--- config.mk ---
export PLATFORM = sky130hd
export DESIGN_NAME = positional_list_store_unit_flat
export DESIGN_NICKNAME = d
export VERILOG_FILES = /design/src/pls_pkg.sv /design/src/pls_if.sv /design/src/positional_list_store_unit.sv /design/src/pls_ram.sv /design/src/pls_ctrl.sv /design/src/flat_wrapper.sv
export SDC_FILE = /design/constraint.sdc
export NUM_CORES = 1
export LEC_CHECK = 0
export ABC_AREA = 0
export BUFFER_PORTS_ARGS = -buffer_cell sky130_fd_sc_hd__buf_2
export CAP_MARGIN = 10
export CORE_UTILIZATION = 25
export CTS_CLUSTER_DIAMETER = 200
export DETAILED_ROUTE_END_ITERATION = 8
export PLACE_DENSITY = 0.35
export SYNTH_ARGS = -nofsm -noshare
export SYNTH_HDL_FRONTEND = slang
export SYNTH_HIERARCHICAL = 1
export SYNTH_SLANG_ARGS = --single-unit
--- constraint.sdc ---
create_clock -name clk -period 7.5 [get_ports clk]
set_input_delay 0.75 -clock clk [delete_from_list [all_inputs] [get_ports clk]]
set_output_delay 0.75 -clock clk [all_outputs]
set_load 0.02 [all_outputs]
--- src/pls_pkg.sv ---
package pls_pkg;

    localparam int ACTION_W       = 3;
    localparam int POS_W          = 7;
    localparam int ITEM_W         = 32;
    localparam int READ_W         = 32;
    localparam int CAPACITY_DEF   = 16;
    localparam int WORD_WIDTH_DEF = 32;

    typedef enum logic [ACTION_W-1:0] {
        ACT_INSERT = 3'd0,
        ACT_REMOVE = 3'd1,
        ACT_CLEAR  = 3'd2,
        ACT_GET    = 3'd3,
        ACT_SET    = 3'd4,
        ACT_FIND   = 3'd5
    } pls_action_t;

    typedef struct packed {
        logic              ok;
        logic [READ_W-1:0] read_word;
        logic [POS_W-1:0]  found_position;
        logic [POS_W-1:0]  count;
    } pls_result_t;

endpackage

--- src/pls_if.sv ---
interface pls_req_if;
    import pls_pkg::*;

    logic                valid;
    logic                ready;
    logic [ACTION_W-1:0] action;
    logic [POS_W-1:0]    position;
    logic [ITEM_W-1:0]   item_word;

    modport source (output valid, action, position, item_word, input ready);
    modport sink   (input valid, action, position, item_word, output ready);
endinterface

interface pls_rsp_if;
    import pls_pkg::*;

    logic              valid;
    logic              ready;
    logic              ok;
    logic [READ_W-1:0] read_word;
    logic [POS_W-1:0]  found_position;
    logic [POS_W-1:0]  count;

    modport source (output valid, ok, read_word, found_position, count, input ready);
    modport sink   (input valid, ok, read_word, found_position, count, output ready);
endinterface

--- src/positional_list_store_unit.sv ---
// Positional list store: an ordered list of up to CAPACITY words, positions from 1.
// Channels: req carries one action per beat (insert, remove, clear, get, set,
// find) with a position and a word; rsp returns exactly one beat per request
// with ok, read_word, found_position and the list count after the action.
// One request is worked at a time; req.ready is high only while the sequencer
// is idle. Every step of the list walk goes through one single-port-read RAM
// with registered read data, so time per request follows the number of
// entries touched (N = count before the action, p = position):
//   clear, set, failed action, remove of the last entry: no list walk
//   get: one read of entry p
//   insert: entries p..N each read and written one place up, then word put at p
//   remove: entries p+1..N each read and written one place down
//   find: entries compared in order from 1 until a match or the end
// The response sits in an output register; while rsp.ready is low the held
// beat stays and the next finished request waits in the sequencer. Reset
// empties the list (count 0); stored words are not cleared.
module positional_list_store_unit #(
    parameter int CAPACITY   = pls_pkg::CAPACITY_DEF,
    parameter int WORD_WIDTH = pls_pkg::WORD_WIDTH_DEF
) (
    input  logic     clk,
    input  logic     rst_n,
    pls_req_if.sink  req,
    pls_rsp_if.source rsp
);
    import pls_pkg::*;

    localparam int ADDR_W = $clog2(CAPACITY);

    logic                  idle;
    logic                  emit;
    logic                  slot_free;
    pls_result_t           result;
    logic                  ram_we;
    logic [ADDR_W-1:0]     ram_waddr;
    logic [WORD_WIDTH-1:0] ram_wdata;
    logic [ADDR_W-1:0]     ram_raddr;
    logic [WORD_WIDTH-1:0] ram_rdata;
    logic                  out_valid_reg;
    pls_result_t           out_res_reg;

    assign req.ready = idle;
    assign slot_free = !out_valid_reg || rsp.ready;

    pls_ctrl #(
        .CAPACITY   (CAPACITY),
        .WORD_WIDTH (WORD_WIDTH)
    ) u_ctrl (
        .clk       (clk),
        .rst_n     (rst_n),
        .start     (req.valid && idle),
        .action    (req.action),
        .position  (req.position),
        .word      (WORD_WIDTH'(req.item_word)),
        .slot_free (slot_free),
        .idle      (idle),
        .emit      (emit),
        .result    (result),
        .ram_we    (ram_we),
        .ram_waddr (ram_waddr),
        .ram_wdata (ram_wdata),
        .ram_raddr (ram_raddr),
        .ram_rdata (ram_rdata)
    );

    pls_ram #(
        .WIDTH (WORD_WIDTH),
        .DEPTH (CAPACITY)
    ) u_ram (
        .clk   (clk),
        .we    (ram_we),
        .waddr (ram_waddr),
        .wdata (ram_wdata),
        .raddr (ram_raddr),
        .rdata (ram_rdata)
    );

    always_ff @(posedge clk or negedge rst_n)
    begin
        if (!rst_n)
        begin
            out_valid_reg <= 1'b0;
        end
        else if (emit)
        begin
            out_valid_reg <= 1'b1;
        end
        else if (rsp.ready)
        begin
            out_valid_reg <= 1'b0;
        end
    end

    always_ff @(posedge clk)
    begin
        if (emit)
        begin
            out_res_reg <= result;
        end
    end

    assign rsp.valid          = out_valid_reg;
    assign rsp.ok             = out_res_reg.ok;
    assign rsp.read_word      = out_res_reg.read_word;
    assign rsp.found_position = out_res_reg.found_position;
    assign rsp.count          = out_res_reg.count;

endmodule

--- src/pls_ram.sv ---
module pls_ram #(
    parameter int WIDTH = 32,
    parameter int DEPTH = 16,
    localparam int AW   = $clog2(DEPTH)
) (
    input  logic             clk,
    input  logic             we,
    input  logic [AW-1:0]    waddr,
    input  logic [WIDTH-1:0] wdata,
    input  logic [AW-1:0]    raddr,
    output logic [WIDTH-1:0] rdata
);

    logic [WIDTH-1:0] mem_reg [DEPTH];
    logic [WIDTH-1:0] rdata_reg;

    always_ff @(posedge clk)
    begin
        if (we)
        begin
            mem_reg[waddr] <= wdata;
        end
        rdata_reg <= mem_reg[raddr];
    end

    assign rdata = rdata_reg;

endmodule

--- src/pls_ctrl.sv ---
module pls_ctrl #(
    parameter int CAPACITY   = pls_pkg::CAPACITY_DEF,
    parameter int WORD_WIDTH = pls_pkg::WORD_WIDTH_DEF,
    localparam int ADDR_W    = $clog2(CAPACITY),
    localparam int CNT_W     = $clog2(CAPACITY + 1)
) (
    input  logic                        clk,
    input  logic                        rst_n,
    input  logic                        start,
    input  logic [pls_pkg::ACTION_W-1:0] action,
    input  logic [pls_pkg::POS_W-1:0]   position,
    input  logic [WORD_WIDTH-1:0]       word,
    input  logic                        slot_free,
    output logic                        idle,
    output logic                        emit,
    output pls_pkg::pls_result_t        result,
    output logic                        ram_we,
    output logic [ADDR_W-1:0]           ram_waddr,
    output logic [WORD_WIDTH-1:0]       ram_wdata,
    output logic [ADDR_W-1:0]           ram_raddr,
    input  logic [WORD_WIDTH-1:0]       ram_rdata
);
    import pls_pkg::*;

    typedef enum logic [3:0] {
        ST_IDLE,
        ST_EXEC,
        ST_UP_RD,
        ST_UP_WR,
        ST_INS_PUT,
        ST_DN_RD,
        ST_DN_WR,
        ST_GET_WAIT,
        ST_FIND_CMP,
        ST_DONE
    } state_t;

    state_t                 state_reg, state_next;
    pls_action_t            act_reg, act_next;
    logic [POS_W-1:0]       pos_reg, pos_next;
    logic [WORD_WIDTH-1:0]  word_reg, word_next;
    logic [CNT_W-1:0]       count_reg, count_next;
    logic [ADDR_W-1:0]      idx_reg, idx_next;
    pls_result_t            res_reg, res_next;

    logic [POS_W-1:0]       pos_m1;
    logic [POS_W-1:0]       count_w;
    logic [CNT_W-1:0]       cnt_m1;
    logic [ADDR_W-1:0]      pos_idx;
    logic [ADDR_W-1:0]      idx_p1;
    logic [ADDR_W-1:0]      idx_m1;
    logic                   idx_last;
    logic                   pos_ok;
    logic                   ins_ok;

    assign pos_m1   = pos_reg - POS_W'(1);
    assign count_w  = POS_W'(count_reg);
    assign cnt_m1   = count_reg - CNT_W'(1);
    assign pos_idx  = pos_m1[ADDR_W-1:0];
    assign idx_p1   = idx_reg + ADDR_W'(1);
    assign idx_m1   = idx_reg - ADDR_W'(1);
    assign idx_last = (CNT_W'(idx_reg) + CNT_W'(1)) == count_reg;
    assign pos_ok   = (pos_reg != '0) && (pos_reg <= count_w);
    assign ins_ok   = (pos_reg != '0) && (pos_reg <= count_w + POS_W'(1))
                      && (count_reg < CNT_W'(CAPACITY));

    always_comb
    begin
        state_next = state_reg;
        act_next   = act_reg;
        pos_next   = pos_reg;
        word_next  = word_reg;
        count_next = count_reg;
        idx_next   = idx_reg;
        res_next   = res_reg;
        ram_we     = 1'b0;
        ram_waddr  = idx_reg;
        ram_wdata  = word_reg;
        ram_raddr  = idx_reg;

        unique case (state_reg)
            ST_IDLE:
            begin
                if (start)
                begin
                    act_next   = pls_action_t'(action);
                    pos_next   = position;
                    word_next  = word;
                    res_next   = '0;
                    state_next = ST_EXEC;
                end
            end
            ST_EXEC:
            begin
                state_next = ST_DONE;
                unique case (act_reg)
                    ACT_INSERT:
                    begin
                        if (ins_ok)
                        begin
                            res_next.ok = 1'b1;
                            if (pos_m1 == count_w)
                            begin
                                state_next = ST_INS_PUT;
                            end
                            else
                            begin
                                idx_next   = cnt_m1[ADDR_W-1:0];
                                state_next = ST_UP_RD;
                            end
                        end
                    end
                    ACT_REMOVE:
                    begin
                        if (pos_ok)
                        begin
                            res_next.ok = 1'b1;
                            if (pos_reg == count_w)
                            begin
                                count_next = cnt_m1;
                            end
                            else
                            begin
                                idx_next   = pos_reg[ADDR_W-1:0];
                                state_next = ST_DN_RD;
                            end
                        end
                    end
                    ACT_CLEAR:
                    begin
                        count_next  = '0;
                        res_next.ok = 1'b1;
                    end
                    ACT_GET:
                    begin
                        if (pos_ok)
                        begin
                            ram_raddr  = pos_idx;
                            state_next = ST_GET_WAIT;
                        end
                    end
                    ACT_SET:
                    begin
                        if (pos_ok)
                        begin
                            ram_we      = 1'b1;
                            ram_waddr   = pos_idx;
                            res_next.ok = 1'b1;
                        end
                    end
                    ACT_FIND:
                    begin
                        res_next.ok = 1'b1;
                        if (count_reg != '0)
                        begin
                            ram_raddr  = '0;
                            idx_next   = '0;
                            state_next = ST_FIND_CMP;
                        end
                    end
                    default:
                    begin
                        res_next.ok = 1'b0;
                    end
                endcase
            end
            ST_UP_RD:
            begin
                state_next = ST_UP_WR;
            end
            ST_UP_WR:
            begin
                ram_we    = 1'b1;
                ram_waddr = idx_p1;
                ram_wdata = ram_rdata;
                if (POS_W'(idx_reg) == pos_m1)
                begin
                    state_next = ST_INS_PUT;
                end
                else
                begin
                    idx_next   = idx_m1;
                    state_next = ST_UP_RD;
                end
            end
            ST_INS_PUT:
            begin
                ram_we     = 1'b1;
                ram_waddr  = pos_idx;
                count_next = count_reg + CNT_W'(1);
                state_next = ST_DONE;
            end
            ST_DN_RD:
            begin
                state_next = ST_DN_WR;
            end
            ST_DN_WR:
            begin
                ram_we    = 1'b1;
                ram_waddr = idx_m1;
                ram_wdata = ram_rdata;
                if (idx_last)
                begin
                    count_next = cnt_m1;
                    state_next = ST_DONE;
                end
                else
                begin
                    idx_next   = idx_p1;
                    state_next = ST_DN_RD;
                end
            end
            ST_GET_WAIT:
            begin
                res_next.ok        = 1'b1;
                res_next.read_word = READ_W'(ram_rdata);
                state_next         = ST_DONE;
            end
            ST_FIND_CMP:
            begin
                if (ram_rdata == word_reg)
                begin
                    res_next.found_position = POS_W'(idx_reg) + POS_W'(1);
                    state_next              = ST_DONE;
                end
                else if (idx_last)
                begin
                    state_next = ST_DONE;
                end
                else
                begin
                    ram_raddr = idx_p1;
                    idx_next  = idx_p1;
                end
            end
            ST_DONE:
            begin
                if (slot_free)
                begin
                    state_next = ST_IDLE;
                end
            end
            default:
            begin
                state_next = ST_IDLE;
            end
        endcase
    end

    always_ff @(posedge clk or negedge rst_n)
    begin
        if (!rst_n)
        begin
            state_reg <= ST_IDLE;
            act_reg   <= ACT_INSERT;
            pos_reg   <= '0;
            word_reg  <= '0;
            count_reg <= '0;
            idx_reg   <= '0;
            res_reg   <= '0;
        end
        else
        begin
            state_reg <= state_next;
            act_reg   <= act_next;
            pos_reg   <= pos_next;
            word_reg  <= word_next;
            count_reg <= count_next;
            idx_reg   <= idx_next;
            res_reg   <= res_next;
        end
    end

    assign idle = (state_reg == ST_IDLE);
    assign emit = (state_reg == ST_DONE) && slot_free;

    always_comb
    begin
        result       = res_reg;
        result.count = POS_W'(count_reg);
    end

    a_count_hold_idle: assert property (@(posedge clk) disable iff (!rst_n)
        (state_reg == ST_IDLE) |=> (count_reg == $past(count_reg)))
        else $error("list count changed while idle");

    a_write_in_range: assert property (@(posedge clk) disable iff (!rst_n)
        ram_we |-> (CNT_W'(ram_waddr) <= count_reg))
        else $error("write beyond end of list");

    a_found_only_find: assert property (@(posedge clk) disable iff (!rst_n)
        (emit && (result.found_position != '0)) |-> ((act_reg == ACT_FIND) && result.ok))
        else $error("found position on a non-find action");

    a_read_only_get: assert property (@(posedge clk) disable iff (!rst_n)
        (emit && (result.read_word != '0)) |-> ((act_reg == ACT_GET) && result.ok))
        else $error("read word on a non-get action");

endmodule
--- src/flat_wrapper.sv ---
// flat-port wrapper written by rule: the top's interface ports become plain ports
module positional_list_store_unit_flat import pls_pkg::*;
#(
    parameter int CAPACITY   = pls_pkg::CAPACITY_DEF,
    parameter int WORD_WIDTH = pls_pkg::WORD_WIDTH_DEF
)
  (clk, rst_n, req_valid, req_action, req_position, req_item_word, req_ready, rsp_valid, rsp_ok, rsp_read_word, rsp_found_position, rsp_count, rsp_ready);
  pls_req_if req_i ();
  pls_rsp_if rsp_i ();
  input  logic clk;
  input  logic rst_n;
  input wire logic [$bits(req_i.valid)-1:0] req_valid;
  input wire logic [$bits(req_i.action)-1:0] req_action;
  input wire logic [$bits(req_i.position)-1:0] req_position;
  input wire logic [$bits(req_i.item_word)-1:0] req_item_word;
  output wire logic [$bits(req_i.ready)-1:0] req_ready;
  output wire logic [$bits(rsp_i.valid)-1:0] rsp_valid;
  output wire logic [$bits(rsp_i.ok)-1:0] rsp_ok;
  output wire logic [$bits(rsp_i.read_word)-1:0] rsp_read_word;
  output wire logic [$bits(rsp_i.found_position)-1:0] rsp_found_position;
  output wire logic [$bits(rsp_i.count)-1:0] rsp_count;
  input wire logic [$bits(rsp_i.ready)-1:0] rsp_ready;
  assign req_i.valid = req_valid;
  assign req_i.action = req_action;
  assign req_i.position = req_position;
  assign req_i.item_word = req_item_word;
  assign req_ready = req_i.ready;
  assign rsp_valid = rsp_i.valid;
  assign rsp_ok = rsp_i.ok;
  assign rsp_read_word = rsp_i.read_word;
  assign rsp_found_position = rsp_i.found_position;
  assign rsp_count = rsp_i.count;
  assign rsp_i.ready = rsp_ready;
  positional_list_store_unit #(.CAPACITY(CAPACITY), .WORD_WIDTH(WORD_WIDTH)) u_core (.clk(clk), .rst_n(rst_n), .req(req_i), .rsp(rsp_i));
endmodule
==> impl_metrics.toml <==
[place]
hpwl_um = 48900
placement.cell_area_um2 = 30200
buffer_ports.inserted = 94
gp_routability_congestion = 0.806

[grt]
grt_first_pass_wirelength_um = 122000
first_global_vias = 16000
grt_total_usage = 0.152
initial_antenna_violation_count = 1
largest_net_degree_at_the_start_of_global_routing = 129
grt_overflow = 0

[layout]
layout_cells_sized_above_1 = 0.279
finalNetCount = 1793
largest_register_ffs = 512
area_delta_synth_final_pct = 18.6
multi_input_comb_area_um2 = 7640
num-fill-cells = 10700
final_cell_area_um2 = 32900
seqCellArea_um2 = 19800

[drt]
routed-via-count = 15100
detail_route.iter0.violations = 1078
detailedRoute.firstPassIterationCount = 5
routed_via_density = 4.62
totalWireLength_um = 84300
avgRoutedWirePerCell_um = 25.7
postRouteAntennaNets = 0
drc = 0

[cts]
cts_max_path_buffers = 3
clkLatencyLatePin_ns = 0.65
cts_num_sinks = 685
cts-root-buf = "sky130_fd_sc_hd__clkbuf_16"
clk_transition_reported_paths_ns = 0.06
cts_tree = "done"
numCtsBuffers = 84
post-cts-setup-buffer-count = 0
cts-htree-levels = 3
cts_hold_buffers = 0
post_cts_resize_count = 0

[pwr]
p_seq_frac = 0.357
vdd_drop_max_v = 0.000566
power_switching_mw = 5.90
p_clk_frac = 0.252
p_int_mw = 10.1
comb_power_share = 0.391
power-per-cell-area_nw_per_um2 = 486
power.leakage_nw = 11.1
net_switching_share_of_the_total_power = 0.369
power_mw = 16.0

[timing]
max_clock_freq_mhz = 193
fin_worst_skew_ns = 0.0218
final.period_utilization = 0.692
final_period_minus_worst_setup_slack_ns = 5.19
worst_slew_pin_slew_ns = 1.02
setup-tns-final_ns = 0
unrepaired_setup_endpoints_after_global_routing = "false"
relSlewSlack = 0.320
slew_viols_final = 0
timing_hold_violations_final = 0
setup_viols_final = 0
holdWs_ns = 0.151

[floorplanning]
full_die_area_um2 = 112000
chipWidth_um = 335
start_util = 0.253
top_level_pins = 95
fp.dieH_um = 335
core_footprint_um2 = 109000
fp-row-count = 121

[worst_setup_path]
worstSetupStartpointType = "flop"
crit_fanout = 128
cpMaxStageDelayCell = "sky130_fd_sc_hd__dfrtp_1"
crit_chain = "inv_1 > ha_1 > xnor2_1 > o211ai_1 > or3b_1 > a211oi_1 > o21ai_0 > o221ai_4 > buf_12 > mux4_2 > a22oi_1 > nand2_1"
crit_cells = 12
worst_path_dominant_cell_family = "compound AO/OA/AOI/OAI gates"
cpPeakStageDelay_ns = 0.84
worst_setup_slack_for_register_to_register_paths_ns = 2.31
crit_required_ns = 8.01
endpoint_kind = "flop"
critical_path_buf_inv_count = 2
path_class = "reg -> reg"
ff2ff_path_depth = 12
data_arrival_critical_path_ns = 5.70

[logic_synthesis]
synth_sequential_area_ratio = 0.713
fraction_of_registers_with_async_set_reset = 0.137
synth_enable_flop_cells = 559
syn_avg_cell_area_um2 = 17.3
synthFlopType = "sky130_fd_sc_hd__edfxtp_1"
postSynthCellCount = 1607
synth.ff_latch_count = 685
synth.distinct_cells = 77
ys.warnings.count = 6
syn_area_um2 = 27700

[run]
drv.max_cap_violation_count = 0

[status]
outcome = "finished clean"

[worst_hold_path]
hold_path.class = "in -> async"
-- worst reg2reg max path, stage by stage (launching register included) --
cell and delay, ns:
sky130_fd_sc_hd__dfrtp_1 0.84, sky130_fd_sc_hd__inv_1 0.29, sky130_fd_sc_hd__ha_1 0.57, sky130_fd_sc_hd__xnor2_1 0.19
sky130_fd_sc_hd__o211ai_1 0.20, sky130_fd_sc_hd__or3b_1 0.66, sky130_fd_sc_hd__a211oi_1 0.38, sky130_fd_sc_hd__o21ai_0 0.19
sky130_fd_sc_hd__o221ai_4 0.13, sky130_fd_sc_hd__buf_12 0.62, sky130_fd_sc_hd__mux4_2 0.61, sky130_fd_sc_hd__a22oi_1 0.26
sky130_fd_sc_hd__nand2_1 0.12
-- synth_stat cells (all sizes together) (7+ instances only) --
cell	n	area [µm²]
a211oi	7	52.6
a21oi	28	140
a22oi	67	508
a31oi	14	87.6
and2	7	43.8
buf	45	251
clkbuf	53	200
dfrtp	94	2350
dfxtp	32	641
edfxtp	559	16800
ha	17	213
inv	22	82.6
mux2	74	833
mux4	128	2880
nand2	132	498
nand2b	11	78.8
nand3	52	265
nand4	11	68.8
nor2	47	176
nor2b	8	50.1
nor3	19	111
o21ai	29	145
o22ai	7	43.8
or3	7	43.8
xnor2	46	403
xor2	8	70.1
-- logic make-up (layout without fill, tap and decap cells) --
kind of cell,Yosys count,count (layout),synth area share
other cells,1,5,0.000135
fa+ha+maj,17,17,0.00767
compound gates,199,199,0.0498
simple gates,326,326,0.0575
xor+xnor,55,55,0.0179
flops,685,685,0.713
mux,204,204,0.135
buf+inv,120,308,0.0193
-- stage by stage --
| step | setup slack [ns] | instances | util |
|---|---|---|---|
| 2_1_floorplan | 1.94 | 1610 | - |
| 3_3_place_gp | 2.26 | 3120 | 0.275 |
| 3_5_place_dp | 2.29 | 3120 | 0.275 |
| 4_1_cts | 2.26 | 3274 | 0.301 |
| 5_1_grt | 1.99 | 3274 | 0.301 |
| 6_report | 2.31 | 3275 | 0.301 |
-- area by class of cell --
class                      count  share of cell area
clock buffer                 107              0.0696
timing repair buffer         132              0.0246
clock inverter                47              0.0139
multi-input combinational    805               0.232
tap                         1476              0.0561
inverter                      22             0.00251
antenna                        1           0.0000761
sequential                   685               0.601
-- metal layers --
metal / global-route usage / share of wire
met5: 0 / 0
met1: 0.211 / 0.47
met2: 0.250 / 0.48
met3: 0.0236 / 0.030
met4: 0.0349 / 0.018
-- power groups by stage --
stage          Combinational (mW)  Clock [mW]  Sequential [mW]
3_3_place_gp                 6.45           0             5.79
6_report                     6.26        4.03             5.70
5_1_grt                      6.84        4.32             5.78
3_5_place_dp                 6.42           0             5.79
2_1_floorplan                4.42           0             5.57
4_1_cts                      6.44        4.17             5.72
-- cell usage in the layout (no fill, tap or decap), types with 33 or more instances in the layout --
| cell type | Yosys | layout |
|---|---|---|
| sky130_fd_sc_hd__edfxtp_1 | 559 | 559 |
| sky130_fd_sc_hd__xnor2_1 | 46 | 46 |
| sky130_fd_sc_hd__buf_2 | 18 | 93 |
| sky130_fd_sc_hd__a22oi_1 | 66 | 66 |
| sky130_fd_sc_hd__mux4_2 | 128 | 128 |
| sky130_fd_sc_hd__buf_4 | 14 | 35 |
| sky130_fd_sc_hd__nand3_1 | 51 | 50 |
| sky130_fd_sc_hd__clkbuf_16 | 0 | 84 |
| sky130_fd_sc_hd__mux2_2 | 74 | 74 |
| sky130_fd_sc_hd__nand2_1 | 131 | 130 |
| sky130_fd_sc_hd__dfrtp_1 | 94 | 94 |
| sky130_fd_sc_hd__nor2_1 | 47 | 33 |
-- final timing paths --
check	startpoint	endpoint
worst max-delay path	u_core/u_ctrl/idx_reg[0]	u_core/u_ram/rdata[20]
worst min-delay path	rst_n	u_core/u_ctrl/count_reg[3]
worst max register to register	u_core/u_ctrl/idx_reg[0]	u_core/u_ram/rdata[20]
worst min register to register	u_core/u_ctrl/result[27]	u_core/rsp.read_word[13]
max in group asynchronous	rst_n	u_core/u_ctrl/word_reg[6]
min in group clk	req_position[5]	u_core/u_ctrl/pos_reg[5]
No activity file was read; power rests on OpenSTA's default activity.
